===== config.mk =====
export PLATFORM = sky130hd
export DESIGN_NAME = word_tokenizer_stream
export DESIGN_NICKNAME = d
export VERILOG_FILES = /design/src/rtl/wtok_pkg.sv /design/src/rtl/wtok_tokenizer.sv /design/src/rtl/wtok_result_buf.sv /design/src/rtl/word_tokenizer_stream.sv
export SDC_FILE = /design/constraint.sdc
export NUM_CORES = 1
export LEC_CHECK = 0
export ABC_AREA = 1
export CAP_MARGIN = 20
export CORE_MARGIN = 1.5
export CORE_UTILIZATION = 57
export DETAILED_ROUTE_END_ITERATION = 8
export DONT_BUFFER_PORTS = 1
export PLACE_DENSITY = 0.72
export SLEW_MARGIN = 20
export SYNTH_ARGS = -nofsm -noshare
export SYNTH_HDL_FRONTEND = slang
export SYNTH_SLANG_ARGS = --single-unit
export TNS_END_PERCENT = 10

===== constraint.sdc =====
create_clock -name aclk -period 4.61 [get_ports aclk]
set_clock_uncertainty 0.15 [all_clocks]
set_input_delay 0.922 -clock aclk [delete_from_list [all_inputs] [get_ports aclk]]
set_output_delay 0.922 -clock aclk [all_outputs]
set_load 0.1 [all_outputs]

===== src/rtl/wtok_pkg.sv =====
`default_nettype none
// ---------------------------------------------------------------------------
// wtok_pkg
// Types, character constants and class checks for the word tokenizer.
// ---------------------------------------------------------------------------
package wtok_pkg;

    // Characters that may sit inside a token between two word bytes
    localparam logic [7:0] ApostropheChar = 8'h27;
    localparam logic [7:0] PeriodChar     = 8'h2E;
    localparam logic [7:0] CommaChar      = 8'h2C;
    localparam logic [7:0] HighByteMin    = 8'h80;

    // Most results one input byte can cause
    localparam int unsigned MaxResults = 3;

    typedef struct packed {
        logic [7:0] in_byte;
        logic       text_last;
    } in_item_t;

    typedef struct packed {
        logic [7:0] out_byte;
        logic       byte_valid;
        logic       token_end;
    } out_item_t;

    // Results of one input byte: slot 0 goes out first
    typedef struct packed {
        out_item_t [MaxResults-1:0] item;
        logic [1:0]                 count;
    } res_bundle_t;

    function automatic logic is_letter(input logic [7:0] c);
        return ((c >= 8'h41) && (c <= 8'h5A)) || ((c >= 8'h61) && (c <= 8'h7A));
    endfunction

    function automatic logic is_numeral(input logic [7:0] c);
        return (c >= 8'h30) && (c <= 8'h39);
    endfunction

    function automatic logic is_word(input logic [7:0] c);
        return is_letter(c) || is_numeral(c) || (c >= HighByteMin);
    endfunction

endpackage
`default_nettype wire


===== src/rtl/wtok_tokenizer.sv =====
`default_nettype none
// ---------------------------------------------------------------------------
// wtok_tokenizer
// Token state registers and the per-byte decision that yields up to three
// results for one input byte.
// ---------------------------------------------------------------------------
module wtok_tokenizer #(
    parameter int unsigned MAX_TOKEN_LEN = 255
) (
    input  wire logic                  aclk,
    input  wire logic                  aresetn,
    input  wire logic                  take,
    input  wire wtok_pkg::in_item_t    in_item,
    output wtok_pkg::res_bundle_t      bundle
);

    localparam logic [7:0] MaxLen = 8'(MAX_TOKEN_LEN);

    logic       in_token_reg,  in_token_next;
    logic [7:0] held_sep_reg,  held_sep_next;
    logic       sep_pend_reg,  sep_pend_next;
    logic [7:0] prev_byte_reg, prev_byte_next;
    logic [7:0] tok_len_reg,   tok_len_next;

    logic [7:0] b;
    logic       last;
    logic       fits;
    logic       handled;
    logic       sep_ok;
    logic [1:0] cnt;
    wtok_pkg::res_bundle_t bundle_c;

    assign b    = in_item.in_byte;
    assign last = in_item.text_last;

    // Held separator stays only between two letters (apostrophe) or digits
    assign fits = (held_sep_reg == wtok_pkg::ApostropheChar)
        ? (wtok_pkg::is_letter(prev_byte_reg) && wtok_pkg::is_letter(b))
        : (wtok_pkg::is_numeral(prev_byte_reg) && wtok_pkg::is_numeral(b));

    assign sep_ok = ((b == wtok_pkg::ApostropheChar) && wtok_pkg::is_letter(prev_byte_reg))
        || (((b == wtok_pkg::PeriodChar) || (b == wtok_pkg::CommaChar))
            && wtok_pkg::is_numeral(prev_byte_reg));

    always_comb begin
        bundle_c       = '0;
        cnt            = 2'd0;
        handled        = 1'b0;
        in_token_next  = in_token_reg;
        held_sep_next  = held_sep_reg;
        sep_pend_next  = sep_pend_reg;
        prev_byte_next = prev_byte_reg;
        tok_len_next   = tok_len_reg;

        if (sep_pend_reg) begin
            sep_pend_next = 1'b0;
            held_sep_next = 8'h00;
            if (fits) begin
                if (tok_len_next < MaxLen) begin
                    bundle_c.item[cnt] = '{out_byte: held_sep_reg, byte_valid: 1'b1,
                                           token_end: 1'b0};
                    cnt          = cnt + 2'd1;
                    tok_len_next = tok_len_next + 8'd1;
                end
                if (tok_len_next < MaxLen) begin
                    bundle_c.item[cnt] = '{out_byte: b, byte_valid: 1'b1, token_end: 1'b0};
                    cnt          = cnt + 2'd1;
                    tok_len_next = tok_len_next + 8'd1;
                end
                prev_byte_next = b;
                handled        = 1'b1;
            end else begin
                bundle_c.item[cnt] = '{out_byte: 8'h00, byte_valid: 1'b0, token_end: 1'b1};
                cnt           = cnt + 2'd1;
                in_token_next = 1'b0;
                tok_len_next  = 8'd0;
            end
        end

        if (!handled) begin
            if (in_token_next) begin
                if (wtok_pkg::is_word(b)) begin
                    if (tok_len_next < MaxLen) begin
                        bundle_c.item[cnt] = '{out_byte: b, byte_valid: 1'b1,
                                               token_end: 1'b0};
                        cnt          = cnt + 2'd1;
                        tok_len_next = tok_len_next + 8'd1;
                    end
                    prev_byte_next = b;
                end else if (!last && sep_ok) begin
                    held_sep_next = b;
                    sep_pend_next = 1'b1;
                end else begin
                    bundle_c.item[cnt] = '{out_byte: 8'h00, byte_valid: 1'b0,
                                           token_end: 1'b1};
                    cnt           = cnt + 2'd1;
                    in_token_next = 1'b0;
                    tok_len_next  = 8'd0;
                    held_sep_next = 8'h00;
                    sep_pend_next = 1'b0;
                end
            end else if (wtok_pkg::is_word(b)) begin
                // first byte of a token always fits, limit is at least one
                bundle_c.item[cnt] = '{out_byte: b, byte_valid: 1'b1, token_end: 1'b0};
                cnt            = cnt + 2'd1;
                in_token_next  = 1'b1;
                tok_len_next   = 8'd1;
                prev_byte_next = b;
            end
        end

        // end of text: close any open token and start clean
        if (last) begin
            if (in_token_next) begin
                bundle_c.item[cnt] = '{out_byte: 8'h00, byte_valid: 1'b0, token_end: 1'b1};
                cnt = cnt + 2'd1;
            end
            in_token_next  = 1'b0;
            held_sep_next  = 8'h00;
            sep_pend_next  = 1'b0;
            prev_byte_next = 8'h00;
            tok_len_next   = 8'd0;
        end

        bundle_c.count = cnt;
    end

    assign bundle = bundle_c;

    always_ff @(posedge aclk) begin
        if (!aresetn) begin
            in_token_reg  <= 1'b0;
            held_sep_reg  <= 8'h00;
            sep_pend_reg  <= 1'b0;
            prev_byte_reg <= 8'h00;
            tok_len_reg   <= 8'd0;
        end else if (take) begin
            in_token_reg  <= in_token_next;
            held_sep_reg  <= held_sep_next;
            sep_pend_reg  <= sep_pend_next;
            prev_byte_reg <= prev_byte_next;
            tok_len_reg   <= tok_len_next;
        end
    end

endmodule
`default_nettype wire


===== src/rtl/wtok_result_buf.sv =====
`default_nettype none
// ---------------------------------------------------------------------------
// wtok_result_buf
// Result register: holds the results of one byte and hands them out one
// transfer at a time.
// ---------------------------------------------------------------------------
module wtok_result_buf (
    input  wire logic                  aclk,
    input  wire logic                  aresetn,
    input  wire logic                  load,
    input  wire wtok_pkg::res_bundle_t bundle,
    output logic                       room,
    output logic                       m_valid,
    input  wire logic                  m_ready,
    output wtok_pkg::out_item_t        m_data
);

    wtok_pkg::res_bundle_t slots_reg;
    logic [1:0] rem_reg;
    logic [1:0] idx_reg;
    logic       pop;

    assign m_valid = (rem_reg != 2'd0);
    assign m_data  = slots_reg.item[idx_reg];
    assign pop     = m_valid && m_ready;
    // next byte may enter as the last held result leaves
    assign room    = (rem_reg == 2'd0) || ((rem_reg == 2'd1) && m_ready);

    always_ff @(posedge aclk) begin
        if (!aresetn) begin
            rem_reg <= 2'd0;
            idx_reg <= 2'd0;
        end else if (load) begin
            rem_reg <= bundle.count;
            idx_reg <= 2'd0;
        end else if (pop) begin
            rem_reg <= rem_reg - 2'd1;
            idx_reg <= idx_reg + 2'd1;
        end
    end

    always_ff @(posedge aclk) begin
        if (load) begin
            slots_reg <= bundle;
        end
    end

endmodule
`default_nettype wire


===== src/rtl/word_tokenizer_stream.sv =====
`default_nettype none
// ---------------------------------------------------------------------------
// word_tokenizer_stream
// Streaming word tokenizer with interior apostrophes, periods and commas.
// ---------------------------------------------------------------------------
// Takes one text byte per transfer and sends out token bytes, each token
// followed by one token-end transfer. A byte is classified and the token
// state updated in the cycle it is taken; its results (zero to three) sit
// in a result register and reach the output in the cycle after. The output
// channel carries one result per cycle while m_ready is high, which sets
// the rate: bytes with zero or one result can be taken every cycle while
// m_ready stays high, and a byte with two or three results holds the input.
// A new byte is taken in the same cycle as the last pending result leaves.
// Bytes of a token past MAX_TOKEN_LEN are consumed without output.
module word_tokenizer_stream #(
    parameter int unsigned MAX_TOKEN_LEN = 255
) (
    input  wire logic                aclk,
    input  wire logic                aresetn,
    // text byte input
    input  wire logic                s_valid,
    output logic                     s_ready,
    input  wire wtok_pkg::in_item_t  s_data,
    // token output
    output logic                     m_valid,
    input  wire logic                m_ready,
    output wtok_pkg::out_item_t      m_data
);

    wtok_pkg::res_bundle_t bundle;
    logic take;

    assign take = s_valid && s_ready;

    // classifier and token state
    wtok_tokenizer #(
        .MAX_TOKEN_LEN(MAX_TOKEN_LEN)
    ) u_tok (
        .aclk    (aclk),
        .aresetn (aresetn),
        .take    (take),
        .in_item (s_data),
        .bundle  (bundle)
    );

    // result register, drained one transfer per cycle while m_ready is high
    wtok_result_buf u_buf (
        .aclk    (aclk),
        .aresetn (aresetn),
        .load    (take),
        .bundle  (bundle),
        .room    (s_ready),
        .m_valid (m_valid),
        .m_ready (m_ready),
        .m_data  (m_data)
    );

endmodule
`default_nettype wire


==> results.txt <==
----------------------------------------------------
[Yosys]
  Post-synthesis instance total ... around 650
  Count of distinct cell types in the synthesized netlist ... between 40 and 50
  Synthesized netlist net count ... 673
  Sequential area share after synthesis ... ~34%
  Yosys reg bits ... 60
  Async S/R FF share, synth ... 0%
  Number of warnings issued by yosys ... 0
  Most used flip-flop cell after synthesis ... sky130_fd_sc_hd__edfxtp_1
  Top cell type by total area after synthesis ... sky130_fd_sc_hd__edfxtp_1
  Avg Synthesized Cell Area ... roughly 6.9 um^2
  Most common cell in the netlist ... sky130_fd_sc_hd__nand2_1
  List of most frequent post-synthesis cells ... sky130_fd_sc_hd__nand2_1 (142), sky130_fd_sc_hd__nor2_1 (81), sky130_fd_sc_hd__inv_1 (72)
  Share of the synthesized area in the top cell type ... between 20% and 30%
  Post-synthesis instance area ... about 4500 um^2
  Count of flip-flops with a built-in enable after synthesis ... 30
  Top post-synthesis cells by area ... sky130_fd_sc_hd__edfxtp_1 (20%), sky130_fd_sc_hd__dfxtp_1 (13%), sky130_fd_sc_hd__nand2_1 (12%)

[Routing]
  First drt pass iteration count ... 5
  Via count ... between 4000 and 5000
  Antenna-violating nets left ... 0
  Drt total wl ... about 13000 um
  Final routed wire length divided by cell count ... between 15 and 20 um
  Number of vias per cell ... ~5.9
  Number of design rule violations left after detail routing ... 0
  Number of DRC markers in iteration 0 ... roughly 290

[Clock network]
  Insertion delay of the later-clocked pin in the worst-skew pair ... 0.36 ns
  Total clock buffers created by CTS ... 9
  Clock tree sinks ... 60
  Clock tree from TritonCTS ... yes
  H-Tree Depth ... 3
  Number of buffers between clock root and the deepest sink ... 2
  Root buf cell ... sky130_fd_sc_hd__clkbuf_8
  Hold-fix buffer count after cts ... 0
  Clock edge transition at the registers on the reported setup and hold paths ... approximately 0.08 ns

[Final layout]
  Area delta synth->final ... 10.3%
  Number of flip-flops in the largest register ... 30
  Number of diodes ... 0
  Post-route design area ... 4910 um^2
  Net total in the final layout ... slightly below 700
  Ratio of cells with drive above 1 in the final layout ... between 10% and 20%

[Placed design]
  Placed wire-length estimate ... between 9000 and 10000 um
  Weighted congestion at the end of routability-driven global placement ... ~0.91
  Post-DP Area ... approximately 4700 um^2
  IO Port Bufs ... 0

[Min path]
  Path category of the worst min-delay check ... reg2reg

[Run]
  # Max-Cap Violations ... 0

[Floorplanning]
  Io pins ... 25
  Core region area ... around 7600 um^2
  Starting utilization of the core area ... 58.3%
  Die Wd ... 91.4 um
  Std-Cell Rows ... 32
  Chip height ... between 90 and 100 um
  Die Outline Area ... about 8400 um^2

[STA]
  Fin Setup TNS ... 0 ns
  Final hold violation count ... 0
  Number of slew-limit violations in the final report ... 0
  Final setup fails ... 0
  Share of the clock period used by the worst path after layout ... about 92%
  Max transition margin ... ~28%
  Highest achievable clock rate ... between 200 and 250 MHz
  Transition time at the pin with the least slew margin ... about 1.1 ns
  Unrepaired setup endpoints after global routing ... false
  Min Tclk post-route ... approximately 4.3 ns

[Global route]
  Global routing usage summed across all routing layers ... 31.8%
  Maximum number of pins on one net before global-route repair ... 35
  Via count of the first global-routing pass ... roughly 4300
  Number of antenna violations at the first check in global routing ... 0
  Grt ovf ... 0
  Global-route wire length before repair ... just over 20000 um

[Outcome]
  Status ... finished clean

[Worst setup path]
  Crit path arrival time ... 4.32 ns
  Startpoint kind of the worst setup timing path ... flop
  Type of element capturing the critical path ... flop
  Data required time at the worst endpoint ... 4.67 ns
  Critical path start-end classification ... reg2reg
  Critical path peak fanout ... 10

[Power]
  Power Dens Cells ... ~400 nW/um^2
  Max VDD drop ... just over 400 uV
  Leakage ... around 0.0021 uW

----------------------------------------------------
[routing by layer]
metal / GRT usage, % / wire length [um] / vias to the layer above
met5: 0 / 0 / -
met4: 15.4 / 452 / 0
met3: 6.78 / 792 / 36
met2: 53.0 / 6100 / 169
met1: 38.7 / 5330 / 2089
li1: - / - / 2178
[final timing paths]
kind                        start                    to  slack, ns  cells past startpoint
max          u_tok.tok_len_reg[4]   u_buf.slots_reg[10]       0.35                     25
max reg2reg  u_tok.tok_len_reg[4]   u_buf.slots_reg[10]       0.35                     25
min reg2reg  u_tok.tok_len_reg[5]  u_tok.tok_len_reg[5]       0.33                      2
min          u_tok.tok_len_reg[5]  u_tok.tok_len_reg[5]       0.33                      2
[kinds of logic after synthesis]
kind of cell | Yosys count | share of synthesized area, %
fa+ha+maj | 14 | 3.93
simple gates | 336 | 35.0
xor+xnor | 3 | 0.590
buf+inv | 108 | 9.60
compound gates | 125 | 17.2
flops | 60 | 33.7
[power by group]
group	leakage [uW]	internal [uW]	switching [uW]
sequential	0.000538	671	43.6
combinational	0.00148	158	693
clock	0.0000828	192	228
[per-stage QoR]
step	total power (uW)	setup WS [ns]	std cells	util, %	hold WS (ns)
3_5_place_dp	1570	0.245	738	61.5	0.316
2_1_floorplan	1390	0.543	646	-	0.277
6_report	1980	0.348	757	64.3	0.328
4_1_cts	1980	0.239	754	63.7	0.328
3_3_place_gp	1560	0.437	738	61.5	0.311
5_1_grt	2070	0.00496	757	64.3	0.374
[layout make-up]
class | count | area, um^2
Timing Repair Buffer | 12 | 90.1
Clock buffer | 9 | 124
Timing Repair inverter | 1 | 7.51
Clock inverter | 7 | 42.5
Tap cell | 102 | 128
Fill cell | 725 | 2730
Inverter | 88 | 342
Sequential cell | 60 | 1500
Multi-Input combinational cell | 478 | 2680
[cells in the final DEF (no fill, tap or decap), types with 13 or more instances in the layout]
| cell | synthesis | layout |
|---|---|---|
| sky130_fd_sc_hd__a21oi_1 | 29 | 29 |
| sky130_fd_sc_hd__o21ai_1 | 12 | 13 |
| sky130_fd_sc_hd__nand3_1 | 68 | 68 |
| sky130_fd_sc_hd__nor2_1 | 81 | 81 |
| sky130_fd_sc_hd__dfxtp_1 | 30 | 28 |
| sky130_fd_sc_hd__nand2_1 | 142 | 142 |
| sky130_fd_sc_hd__ha_1 | 14 | 13 |
| sky130_fd_sc_hd__edfxtp_1 | 30 | 30 |
| sky130_fd_sc_hd__inv_1 | 72 | 72 |
| sky130_fd_sc_hd__o21ai_0 | 36 | 35 |
[repair_timing]
item | in CTS | in global routing
setup buffers | 0 | 2
endpoints found under the setup margin | 0 | 28
resized for setup | 0 | 8
[worst max-delay path, stage by stage (launching register included)]
cell,delay [ns]
sky130_fd_sc_hd__dfxtp_1,0.48
sky130_fd_sc_hd__nand2_1,0.14
sky130_fd_sc_hd__nor2_4,0.15
sky130_fd_sc_hd__nand2_4,0.13
sky130_fd_sc_hd__nand2_1,0.09
sky130_fd_sc_hd__nand2_1,0.12
sky130_fd_sc_hd__inv_1,0.12
sky130_fd_sc_hd__ha_1,0.21
sky130_fd_sc_hd__inv_1,0.12
sky130_fd_sc_hd__nor2_8,0.15
sky130_fd_sc_hd__nand3_4,0.17
sky130_fd_sc_hd__nand2_1,0.12
sky130_fd_sc_hd__nand3_2,0.10
sky130_fd_sc_hd__o21ai_4,0.11
sky130_fd_sc_hd__ha_1,0.22
sky130_fd_sc_hd__nand2_1,0.10
sky130_fd_sc_hd__nor2_4,0.17
sky130_fd_sc_hd__nand3_1,0.12
sky130_fd_sc_hd__nand3_1,0.08
sky130_fd_sc_hd__nand2_1,0.06
sky130_fd_sc_hd__nand2_1,0.12
sky130_fd_sc_hd__inv_1,0.08
sky130_fd_sc_hd__ha_1,0.19
sky130_fd_sc_hd__nand2_1,0.21
sky130_fd_sc_hd__clkinvlp_4,0.21
sky130_fd_sc_hd__a21oi_1,0.17
Note: power is estimated with default switching activity, not from simulation.
